File: src/hdl/mecanum_wheel_speed_mixer_core_defines.svh
// ---------------------------------------------------------------------------
// Mecanum wheel speed mixer - assertion macros
// Checks compile in simulation only; synthesis sees empty macros.
// ---------------------------------------------------------------------------
`ifndef MECANUM_WHEEL_SPEED_MIXER_CORE_DEFINES_SVH
`define MECANUM_WHEEL_SPEED_MIXER_CORE_DEFINES_SVH

`ifndef SYNTHESIS
// implication or plain property, checked every clock outside reset
`define MWSM_ASSERT(lbl, clk, rstn, prop) \
  lbl: assert property (@(posedge clk) disable iff (!rstn) (prop)) \
    else $error("mwsm assertion failed");
// condition that must never be seen outside reset
`define MWSM_NEVER(lbl, clk, rstn, expr) \
  lbl: assert property (@(posedge clk) disable iff (!rstn) !(expr)) \
    else $error("mwsm forbidden condition seen");
`else
`define MWSM_ASSERT(lbl, clk, rstn, prop)
`define MWSM_NEVER(lbl, clk, rstn, expr)
`endif

`endif

File: src/hdl/mwsm_pkg.sv
// ---------------------------------------------------------------------------
// mwsm_pkg
// Shared widths, register indexes, config bundle and helpers for the mixer.
// ---------------------------------------------------------------------------
`timescale 1ns / 1ps
`default_nettype none

package mwsm_pkg;

  localparam int RPM_W      = 16;
  localparam int MAG_W      = RPM_W - 1;
  localparam int IN_W       = 16;
  localparam int LIM_W      = 15;
  localparam int COEF_W     = 24;
  localparam int FRAC_W     = 16;
  localparam int ADDR_W     = 5;
  localparam int DATA_W     = 32;
  localparam int LANES      = 4;
  // Q16 rim speed sum: 17b speed diff shifted 16, plus 16b x 25b turn term
  localparam int SUM_W      = IN_W + COEF_W + 1;
  localparam int ABS_W      = SUM_W - 1;
  localparam int HI_W       = ABS_W - FRAC_W;
  localparam int PHI_W      = HI_W + COEF_W;
  localparam int PLO_W      = FRAC_W + COEF_W;
  localparam int NUM_W      = 2 * MAG_W;
  localparam int DIV_STEPS  = 3;
  localparam int DIV_STAGES = MAG_W / DIV_STEPS;
  localparam int PIPE_LAT   = 14;

  localparam logic [MAG_W-1:0] MAG_MAX     = {MAG_W{1'b1}};
  localparam logic [RPM_W-1:0] RPM_MOST_NEG = {1'b1, {MAG_W{1'b0}}};

  // register indexes (byte address / 4)
  localparam logic [2:0] REG_MAX_FWD   = 3'd0;
  localparam logic [2:0] REG_MAX_LAT   = 3'd1;
  localparam logic [2:0] REG_MAX_TURN  = 3'd2;
  localparam logic [2:0] REG_FRONT_LEV = 3'd3;
  localparam logic [2:0] REG_REAR_LEV  = 3'd4;
  localparam logic [2:0] REG_RPM_COEF  = 3'd5;
  localparam logic [2:0] REG_MAX_RPM   = 3'd6;

  typedef struct packed {
    logic [LIM_W-1:0]  max_fwd;
    logic [LIM_W-1:0]  max_lat;
    logic [LIM_W-1:0]  max_turn;
    logic [COEF_W-1:0] front_lever;
    logic [COEF_W-1:0] rear_lever;
    logic [COEF_W-1:0] rpm_coef;
    logic [LIM_W-1:0]  max_rpm;
  } cfg_t;

  // symmetric clamp of a signed command to +/- lim
  function automatic logic signed [IN_W-1:0] clamp_axis(
    input logic signed [IN_W-1:0] v,
    input logic [LIM_W-1:0]       lim
  );
    logic signed [IN_W-1:0] lim_s;
    lim_s = signed'(IN_W'(lim));
    if (v > lim_s) begin
      clamp_axis = lim_s;
    end else if (v < -lim_s) begin
      clamp_axis = -lim_s;
    end else begin
      clamp_axis = v;
    end
  endfunction

endpackage

`default_nettype wire

File: src/hdl/mwsm_regs.sv
// ---------------------------------------------------------------------------
// mwsm_regs
// APB register file holding clamps, lever and rpm coefficients, rpm limit.
// ---------------------------------------------------------------------------
`timescale 1ns / 1ps
`default_nettype none

module mwsm_regs (
  input  wire logic                         clk,
  input  wire logic                         rst_n,
  input  wire logic                         psel,
  input  wire logic                         penable,
  input  wire logic                         pwrite,
  input  wire logic [mwsm_pkg::ADDR_W-1:0]  paddr,
  input  wire logic [mwsm_pkg::DATA_W-1:0]  pwdata,
  output logic      [mwsm_pkg::DATA_W-1:0]  prdata,
  output logic                              pready,
  output mwsm_pkg::cfg_t                    cfg
);

  mwsm_pkg::cfg_t cfg_r;
  logic [2:0]     idx;
  logic           wr_en;

  assign idx    = paddr[4:2];
  assign wr_en  = psel & penable & pwrite;
  assign pready = 1'b1;
  assign cfg    = cfg_r;

  // register writes, masked to each register's width
  always_ff @(posedge clk) begin
    if (!rst_n) begin
      cfg_r.max_fwd     <= mwsm_pkg::LIM_W'(3000);
      cfg_r.max_lat     <= mwsm_pkg::LIM_W'(3000);
      cfg_r.max_turn    <= mwsm_pkg::LIM_W'(300);
      cfg_r.front_lever <= mwsm_pkg::COEF_W'(65536);
      cfg_r.rear_lever  <= mwsm_pkg::COEF_W'(65536);
      cfg_r.rpm_coef    <= mwsm_pkg::COEF_W'(65536);
      cfg_r.max_rpm     <= mwsm_pkg::LIM_W'(8000);
    end else if (wr_en) begin
      case (idx)
        mwsm_pkg::REG_MAX_FWD:   cfg_r.max_fwd     <= pwdata[mwsm_pkg::LIM_W-1:0];
        mwsm_pkg::REG_MAX_LAT:   cfg_r.max_lat     <= pwdata[mwsm_pkg::LIM_W-1:0];
        mwsm_pkg::REG_MAX_TURN:  cfg_r.max_turn    <= pwdata[mwsm_pkg::LIM_W-1:0];
        mwsm_pkg::REG_FRONT_LEV: cfg_r.front_lever <= pwdata[mwsm_pkg::COEF_W-1:0];
        mwsm_pkg::REG_REAR_LEV:  cfg_r.rear_lever  <= pwdata[mwsm_pkg::COEF_W-1:0];
        mwsm_pkg::REG_RPM_COEF:  cfg_r.rpm_coef    <= pwdata[mwsm_pkg::COEF_W-1:0];
        mwsm_pkg::REG_MAX_RPM:   cfg_r.max_rpm     <= pwdata[mwsm_pkg::LIM_W-1:0];
        default: ;
      endcase
    end
  end

  // read mux
  always_comb begin
    case (idx)
      mwsm_pkg::REG_MAX_FWD:   prdata = mwsm_pkg::DATA_W'(cfg_r.max_fwd);
      mwsm_pkg::REG_MAX_LAT:   prdata = mwsm_pkg::DATA_W'(cfg_r.max_lat);
      mwsm_pkg::REG_MAX_TURN:  prdata = mwsm_pkg::DATA_W'(cfg_r.max_turn);
      mwsm_pkg::REG_FRONT_LEV: prdata = mwsm_pkg::DATA_W'(cfg_r.front_lever);
      mwsm_pkg::REG_REAR_LEV:  prdata = mwsm_pkg::DATA_W'(cfg_r.rear_lever);
      mwsm_pkg::REG_RPM_COEF:  prdata = mwsm_pkg::DATA_W'(cfg_r.rpm_coef);
      mwsm_pkg::REG_MAX_RPM:   prdata = mwsm_pkg::DATA_W'(cfg_r.max_rpm);
      default:                 prdata = '0;
    endcase
  end

endmodule

`default_nettype wire

File: config.mk
export PLATFORM = sky130hd
export DESIGN_NAME = mwsm_regs
export DESIGN_NICKNAME = d
export VERILOG_FILES = /design/src/hdl/mecanum_wheel_speed_mixer_core_defines.svh /design/src/hdl/mwsm_pkg.sv /design/src/hdl/mwsm_regs.sv
export SDC_FILE = /design/constraint.sdc
export NUM_CORES = 1
export LEC_CHECK = 0
export BUFFER_PORTS_ARGS = -buffer_cell sky130_fd_sc_hd__buf_4
export CAP_MARGIN = 30
export CORE_UTILIZATION = 56
export CTS_BUF_LIST = sky130_fd_sc_hd__clkbuf_2 sky130_fd_sc_hd__clkbuf_4 sky130_fd_sc_hd__clkbuf_8
export CTS_CLUSTER_DIAMETER = 150
export DETAILED_ROUTE_END_ITERATION = 6
export HOLD_SLACK_MARGIN = 0.12
export PLACE_DENSITY = 0.88
export SLEW_MARGIN = 20
export SYNTH_ARGS = -nofsm -noshare
export SYNTH_HDL_FRONTEND = slang
export SYNTH_SLANG_ARGS = --single-unit
File: constraint.sdc
create_clock -name clk -period 2.8 [get_ports clk]
set_clock_uncertainty 0.1 [all_clocks]
set_input_delay 0.56 -clock clk [delete_from_list [all_inputs] [get_ports clk]]
set_output_delay 0.56 -clock clk [all_outputs]
set_load 0.005 [all_outputs]
==> results.txt, run 1 <==
CTS root buffer -> clkbuf_8
Final Hold Fails -> 0
Hold_buf cts -> 0
Max Clock Freq -> 393 MHz
Vias in the first global route -> 5312
First-pass GRT wire length -> 27200 um
Status -> finished, final reports clean
Final period util -> 91.0%
Hold path depth -> 3
CTS H-tree lvls -> 4
Cell Pwr Density -> 501 mW/mm^2
P_leak -> 3.67 nW
Die ar. -> 0.0113 mm^2
Slew Limit Fails -> 0
Remaining antenna violation count -> 0
Leading cell type in the layout, fill and taps excluded -> buf_4
Worst reg2reg endpoint -> cfg[125]
Pwr Total -> 4.01 mW
TritonCTS clock tree -> built
Hold Path Class -> primary input to register
Num Clock Sinks -> 132
Endpoints failing setup -> 0
Crit-path max cell delay -> 650 ps
Clk pwr share -> 44.0%
WHS Endpoint -> cfg[12]
Row count -> 37
Critical path class -> primary input to output port
Unrepaired setup endpoints after global routing -> false
Combinational cell fraction of total power -> 8.5%
Sequential area share after synthesis -> 43.3%
DR WL/cell -> 18.5 um
Max reg flops -> 132
Seq cells post-synth -> 132
Yosys cell types -> 31
Worst path most repeated cell -> buf_4
Nets -> 850
DRC Markers -> 0
Synth top area share -> 43.3%
Layout cell share with drive strength beyond 1 -> 32.2%
Mapped Cells -> 631
Total wire length -> 17700 um
Initial antenna violation count -> 0
Bufs on Longest Clock Path -> 2
Post-cts resize count -> 0
Diodes inserted -> 0
Reg2reg setup slack -> 1980 ps
Largest net degree at the start of global routing -> 60
WP data arrival -> 1890 ps
Fin cells -> 956
Avg Cell Area, Syn -> 9.66 um^2
Yosys warnings -> 0
Die Width -> 106 um
Sw power -> 0.969 mW
Core Region -> 0.0105 mm^2
Startpoint Class -> primary input
Initial Utilization -> 58.3%
GR Util All Layers -> 31.3%
WP data required -> 2140 ps
Sw frac -> 24.2%
Worst Tran Pin Value -> 930 ps
Post-CTS setup repair buffer count -> 0
Gpl congestion -> 0.842
Placed Instances -> 925
Most frequent cells in the layout -> buf_4 (204), mux2i_1 (161), nand2_1 (144), dfxtp_1 (132), nor2b_1 (23)
Number of I/O pins -> 207
CTS clock-pin slew for the worst setup and hold paths -> 70 ps
Hold WS -> 300 ps
Largest cells by area after synthesis -> dfxtp_1 (43%), mux2i_1 (26%), nand2_1 (8.9%)
CP Cell Sequence -> buf_4 -> nor2_1 -> a221oi_1 -> buf_4
Worst Min Path Start -> pwdata[12]
Worst VDD drop -> 0.358 mV
Post-route setup TNS -> 0 ps
Vias -> 5481
Int Pwr -> 3.04 mW
HPWL after detailed placement -> 12200 um
Fillers -> 694
Critical Path Fanout Max -> 22
Share of total power in sequential cells -> 47.5%
Dominant cell type by area after synthesis -> dfxtp_1
Crit-path slowest cell -> nor2_1
Worst skew pair latency -> 450 ps
R2R depth -> 2
Die Y -> 106 um
Reg2reg start -> cfg[125]
Max_cap viols -> 0
Syn Std Cell Area -> 0.00610 mm^2
Total congestion overflow -> 0
Final min period -> 2550 ps
DR pass1 iterations -> 5
IO Port Bufs -> 187
Synthesis-to-finish area growth -> 31.4%
Initial drt markers -> 388
Crit path capture type -> output port
CTS buffer count -> 17
Max transition margin -> 38.0%
Vias per cell -> 5.73
==> logic make-up after synthesis <==
group	Yosys count	synth area share, %
mux	168	27.7
flops	132	43.3
buf+inv	76	6.65
other cells	2	0.123
compound gates	70	8.72
simple gates	183	13.5
==> cells in the mapped netlist (all sizes together) <==
library cell / n
o211ai: 17
or2: 1
a2bb2oi: 5
nor2b: 23
buf: 33
nand2: 145
inv: 19
nor2: 5
mux2i: 161
mux2: 7
o21ai: 22
clkbuf: 24
o221a: 9
nand3: 1
dfxtp: 132
nand2b: 3
conb: 2
a32oi: 6
and4b: 1
a221oi: 9
o311ai: 2
nand4b: 1
and3b: 1
nand4: 1
nor3: 1
==> cell type report <==
type                    count  area [um^2]  area share [%]
flip-flops and latches    132         2640            33.0
clock inverters            12          181            2.26
repair buffers            208         1610            20.1
well taps                 136          170            2.12
clock buffers              19          255            3.19
inverters                  19         71.3           0.890
multi-input cells         430         3080            38.5
==> worst max-delay path, delay by kind of cell <==
kind                   cells  cell delay [ps]
AND/OR/NAND/NOR            1              650
buffers and inverters      2              430
AO/OA/AOI/OAI              1              240
==> power groups by stage <==
stage                     clock network [mW]  registers, mW  logic [mW]
after floorplan                            0           1.95       0.201
after global placement                     0           1.95       0.328
after detailed placement                   0           1.95       0.336
after CTS                               1.78           1.90       0.339
after global routing                    1.87           1.91       0.364
final                                   1.76           1.90       0.343
==> stage by stage <==
stage               instance area (um^2)  util (%)  worst slack (ps)
global placement                    7580      72.4               273
detailed placement                  7580      72.4               261
floorplan                           6120         -               594
CTS                                 8010      76.6               264
finish                              8010      76.6               252
global route                        8010      76.6               197
==> metal layers <==
metal  vias up  global-route usage, %  share of wire, %
met2       268                   53.3                50
li1       2519                      -                 -
met3        46                   7.73               7.3
met4         0                   15.7               2.7
met5         -                      0                 0
met1      2648                   36.5                40
==> worst max-delay path by stage <==
stage / start / to / slack, ps / depth (start not counted)
floorplan: paddr[3] / prdata[10] / 590 / 5
global placement: paddr[2] / prdata[12] / 270 / 4
detailed placement: paddr[2] / cfg[24] / 260 / 5
CTS: paddr[2] / prdata[12] / 260 / 4
global route: paddr[2] / prdata[12] / 200 / 4
finish: paddr[2] / prdata[12] / 250 / 4
Note: power is estimated with default switching activity, not from simulation.
==> run 2: changes to the inputs <==
--- a/config.mk
+++ b/config.mk
@@ -7,12 +7,14 @@
 export LEC_CHECK = 0
 export BUFFER_PORTS_ARGS = -buffer_cell sky130_fd_sc_hd__buf_4
 export CAP_MARGIN = 30
-export CORE_UTILIZATION = 56
+export CELL_PAD_IN_SITES_DETAIL_PLACEMENT = 1
+export CELL_PAD_IN_SITES_GLOBAL_PLACEMENT = 2
+export CORE_UTILIZATION = 33
 export CTS_BUF_LIST = sky130_fd_sc_hd__clkbuf_2 sky130_fd_sc_hd__clkbuf_4 sky130_fd_sc_hd__clkbuf_8
-export CTS_CLUSTER_DIAMETER = 150
+export CTS_CLUSTER_DIAMETER = 120
 export DETAILED_ROUTE_END_ITERATION = 6
 export HOLD_SLACK_MARGIN = 0.12
-export PLACE_DENSITY = 0.88
+export PLACE_DENSITY_LB_ADDON = 0.1
 export SLEW_MARGIN = 20
 export SYNTH_ARGS = -nofsm -noshare
 export SYNTH_HDL_FRONTEND = slang
==> run 2 against run 1 <==
  * Combinational power increased by 6.4%
  * Clock-buffer cell count is 1 lower
  * Die area rose by 68%
  * Utilization is 31 points lower
  * Power rose by 3.1%
  * Design area grew 2.5%
  * Sequential cell count unchanged
  * Critical path type unchanged
==> results.txt, run 2 (synthesized netlist as in run 1, its figures left out) <==
Status -> finished, final reports clean
Die ar. -> 0.0190 mm^2
First-pass GRT wire length -> 31600 um
WP data required -> 2140 ps
HPWL after detailed placement -> 14900 um
Register area -> 0.00264 mm^2
Post-CTS setup repair buffer count -> 0
Pwr Total -> 4.13 mW
Worst path most repeated cell -> buf_4
Max transition margin -> 52.8%
Post-route setup TNS -> 0 ps
Max Clock Freq -> 403 MHz
Cell Pwr Density -> 503 mW/mm^2
Most frequent cells in the layout -> buf_4 (210), mux2i_1 (161), nand2_1 (144), dfxtp_1 (132)
Total congestion overflow -> 0
Critical path class -> primary input to output port
CP Cell Sequence -> buf_4 -> buf_4 -> mux2i_1 -> o221a_2 -> a221oi_1 -> buf_4
Max reg flops -> 132
Final Hold Fails -> 0
Critical Path Fanout Max -> 11
Reg2reg setup slack -> 2020 ps
Fillers -> 2079
Post-cts resize count -> 0
Worst Min Path Start -> pwdata[7]
Area after DPL -> 0.00775 mm^2
Vias per cell -> 5.08
Hold path depth -> 3
DR pass1 iterations -> 4
Final min period -> 2480 ps
Critical path buffer and inverter count -> 3
DR WL/cell -> 20.3 um
Initial drt markers -> 186
Startpoint Class -> primary input
Endpoints failing setup -> 0
Worst reg2reg endpoint -> cfg[111]
Core Region -> 0.0180 mm^2
GR Util All Layers -> 22.7%
Cell family with most CP delay -> buffers and inverters
Worst skew pair latency -> 450 ps
Final instance area -> 0.00822 mm^2
Diodes inserted -> 0
Final period util -> 88.5%
Worst VDD drop -> 0.286 mV
Crit path capture type -> output port
Max_cap viols -> 0
Bufs on Longest Clock Path -> 2
Vias -> 5365
R2R depth -> 2
Initial Utilization -> 33.8%
CTS clock-pin slew for the worst setup and hold paths -> 70 ps
P_leak -> 3.72 nW
TritonCTS clock tree -> built
CTS H-tree lvls -> 4
DRC Markers -> 0
Post-layout util -> 45.6%
Crit-path max cell delay -> 260 ps
Hold Path Class -> primary input to register
Vias in the first global route -> 5468
Leading cell type in the layout, fill and taps excluded -> buf_4
Synthesis-to-finish area growth -> 34.7%
Row count -> 49
CTS root buffer -> clkbuf_8
Die Width -> 138 um
Die Y -> 138 um
Gpl congestion -> 0.764
WHS Endpoint -> cfg[124]
Largest net degree at the start of global routing -> 57
Reg2reg start -> cfg[111]
WP data arrival -> 1820 ps
Num Clock Sinks -> 132
Layout cell share with drive strength beyond 1 -> 32.9%
Slew Limit Fails -> 0
Total wire length -> 21400 um
Remaining antenna violation count -> 0
Multi-input logic area -> 0.00308 mm^2
Worst Tran Pin Value -> 706 ps
Unrepaired setup endpoints after global routing -> false
IO Port Bufs -> 187
Number of I/O pins -> 207
CTS buffer count -> 17
Crit-path slowest cell -> buf_4
Nets -> 857
Hold_buf cts -> 0
Initial antenna violation count -> 0
[run 2: cell count changes in the layout (fill, tap and decap cells not counted), sizes merged]
cell      previous run  this run
bufinv               4         5
clkinvlp             4         2
buf                208       215
clkinv               4         5
inv                 19        20
clkbuf              19        18
[run 2: worst max-delay path by stage]
stage / start / end / slack (ps) / cells past startpoint
2_1_floorplan: paddr[3] / prdata[10] / 590 / 5
3_3_place_gp: paddr[4] / prdata[11] / 190 / 4
3_5_place_dp: paddr[4] / prdata[11] / 210 / 4
4_1_cts: paddr[4] / prdata[11] / 210 / 4
5_1_grt: paddr[2] / prdata[7] / 240 / 7
6_report: paddr[3] / prdata[4] / 320 / 6
[run 2: area by class of cell]
class                           instances  area share [%]
Clock inverter                         13            2.51
Sequential cell                       132            32.2
Tap cell                              229            3.49
Clock buffer                           18            3.02
Timing Repair Buffer                  215            20.4
Multi-Input combinational cell        430            37.5
Inverter                               19           0.868
[run 2: report_power, final]
part	internal (mW)	switching (mW)	total (mW)	leakage [nW]
logic	0.159	0.206	0.365	2.43
clock network	1.08	0.787	1.87	0.225
registers	1.89	0.0128	1.90	1.07
total	3.13	1.01	4.13	3.72
[run 2: routing by layer]
metal	routed length, um	global-route usage (%)	vias to the layer above
li1	-	-	2540
met1	9380	27.4	2646
met2	10500	38.8	153
met3	1250	5.92	26
met4	323	7.91	0
met5	0	0	-
[run 2: worst min-delay path: cells and delay by family]
kind,cells,cell delay (ps)
multiplexers,1,100
buffers and inverters,1,90
AND/OR/NAND/NOR,1,50
[run 2: stage by stage]
stage,setup slack (ps),std cells,hold WS [ps]
2_1_floorplan,594,638,362
3_3_place_gp,192,1024,359
3_5_place_dp,215,1024,370
4_1_cts,212,1055,269
5_1_grt,242,1056,284
6_report,321,1056,290
==> run 3: changes to the inputs <==
==> constraint.sdc (replaced) <==
create_clock -name clk -period 3 [get_ports clk]
set_clock_uncertainty 0.1 [all_clocks]
set_input_delay 0.6 -clock clk [delete_from_list [all_inputs] [get_ports clk]]
set_output_delay 0.6 -clock clk [all_outputs]
set_load 0.005 [all_outputs]
==> run 3 against run 2 <==
  * Sequential cell count is the same
  * Combinational power is 7.7% lower
  * Critical path depth unchanged
  * Routed wire length down 1.1%
==> results.txt, run 3 (synthesized netlist as in run 1, its figures left out) <==
Multi-input logic area -> 0.00308 mm^2
Final min period -> 2690 ps
Leading cell type in the layout, fill and taps excluded -> buf_4
CTS buffer count -> 17
Hold Path Class -> primary input to register
Cell Pwr Density -> 441 mW/mm^2
Total congestion overflow -> 0
Final Hold Fails -> 0
Most frequent cells in the layout -> buf_4 (207), mux2i_1 (161), nand2_1 (144), dfxtp_1 (132)
CTS root buffer -> clkbuf_8
Post-cts resize count -> 0
Num Clock Sinks -> 132
Placed Instances -> 1021
Final period util -> 89.6%
DR WL/cell -> 20.1 um
Post-route setup TNS -> 0 ps
Layout cell share with drive strength beyond 1 -> 32.7%
DR pass1 iterations -> 4
Int Pwr -> 2.58 mW
Initial Utilization -> 33.8%
Vias -> 5314
Status -> finished, final reports clean
First-pass GRT wire length -> 31500 um
Max reg flops -> 132
Row count -> 49
Unrepaired setup endpoints after global routing -> false
DRC Markers -> 0
Worst skew pair latency -> 450 ps
Endpoints failing setup -> 0
Sw power -> 0.995 mW
TritonCTS clock tree -> built
Clk pwr share -> 40.9%
Reg2reg setup slack -> 2190 ps
Worst VDD drop -> 0.257 mV
Final instance area -> 0.00812 mm^2
WP data required -> 2300 ps
Share of total power in sequential cells -> 49.6%
Core Region -> 0.0180 mm^2
Vias per cell -> 5.04
HPWL after detailed placement -> 14800 um
Critical Path Fanout Max -> 15
Post-CTS setup repair buffer count -> 0
CTS H-tree lvls -> 4
Initial drt markers -> 170
Fin cells -> 1054
IO Port Bufs -> 187
Slew Limit Fails -> 0
Post-layout util -> 45.1%
Critical path class -> primary input to output port
Vias in the first global route -> 5416
Initial antenna violation count -> 0
Fillers -> 2079
Startpoint Class -> primary input
Crit path capture type -> output port
Nets -> 854
P_leak -> 3.68 nW
Hold_buf cts -> 0
GR Util All Layers -> 22.8%
Die Width -> 138 um
Total wire length -> 21200 um
Number of I/O pins -> 207
Largest net degree at the start of global routing -> 61
Gpl congestion -> 0.754
Remaining antenna violation count -> 0
Max transition margin -> 51.2%
Max Clock Freq -> 372 MHz
Die ar. -> 0.0190 mm^2
Sw frac -> 27.8%
Combinational cell fraction of total power -> 9.4%
WP data arrival -> 1990 ps
Synthesis-to-finish area growth -> 33.2%
Worst Tran Pin Value -> 732 ps
Die Y -> 138 um
Area after DPL -> 0.00773 mm^2
Register area -> 0.00264 mm^2
Bufs on Longest Clock Path -> 2
Max_cap viols -> 0
CTS clock-pin slew for the worst setup and hold paths -> 80 ps
Diodes inserted -> 0
[run 3: power by group through the flow]
| stage | combinational (mW) | clock [mW] | sequential [mW] |
|---|---|---|---|
| final | 0.337 | 1.47 | 1.78 |
| after floorplan | 0.188 | 0 | 1.82 |
| after CTS | 0.341 | 1.51 | 1.78 |
| after detailed placement | 0.340 | 0 | 1.82 |
| after global placement | 0.334 | 0 | 1.82 |
| after global routing | 0.366 | 1.60 | 1.78 |
[run 3: cell type report]
class                   count  share of cell area, %
clock buffers              17                   2.88
multi-input cells         430                   38.0
well taps                 229                   3.53
clock inverters            15                   1.82
repair buffers            212                   20.4
inverters                  19                  0.878
flip-flops and latches    132                   32.5
[run 3: metrics by stage]
stage	hold slack, ps	power (mW)	setup WS, ps
3_5_place_dp	367	2.16	236
2_1_floorplan	362	2.00	714
3_3_place_gp	359	2.15	261
6_report	334	3.58	313
5_1_grt	324	3.75	222
4_1_cts	306	3.63	233
[run 3: critical path, cell delays in order]
cell and delay [ps]:
buf_4 260, buf_4 350, mux2i_1 120, o221a_2 270
a221oi_1 210, buf_4 160
[run 3: metal layers]
layer	share of wire, %	wire length (um)	track usage, %	vias to the layer above
li1	-	-	-	2535
met1	43	9080	27.3	2615
met2	50	10500	39.3	148
met3	6.4	1360	6.65	16
met4	1.2	248	6.70	0
met5	0	0	0	-
[run 3: worst paths after layout]
check / from / to / depth (start not counted)
setup reg to reg: cfg[95] / cfg[95] / 2
hold reg to reg: cfg[61] / cfg[61] / 2
hold / removal: pwdata[8] / cfg[125] / 3
setup / recovery: paddr[3] / prdata[1] / 6
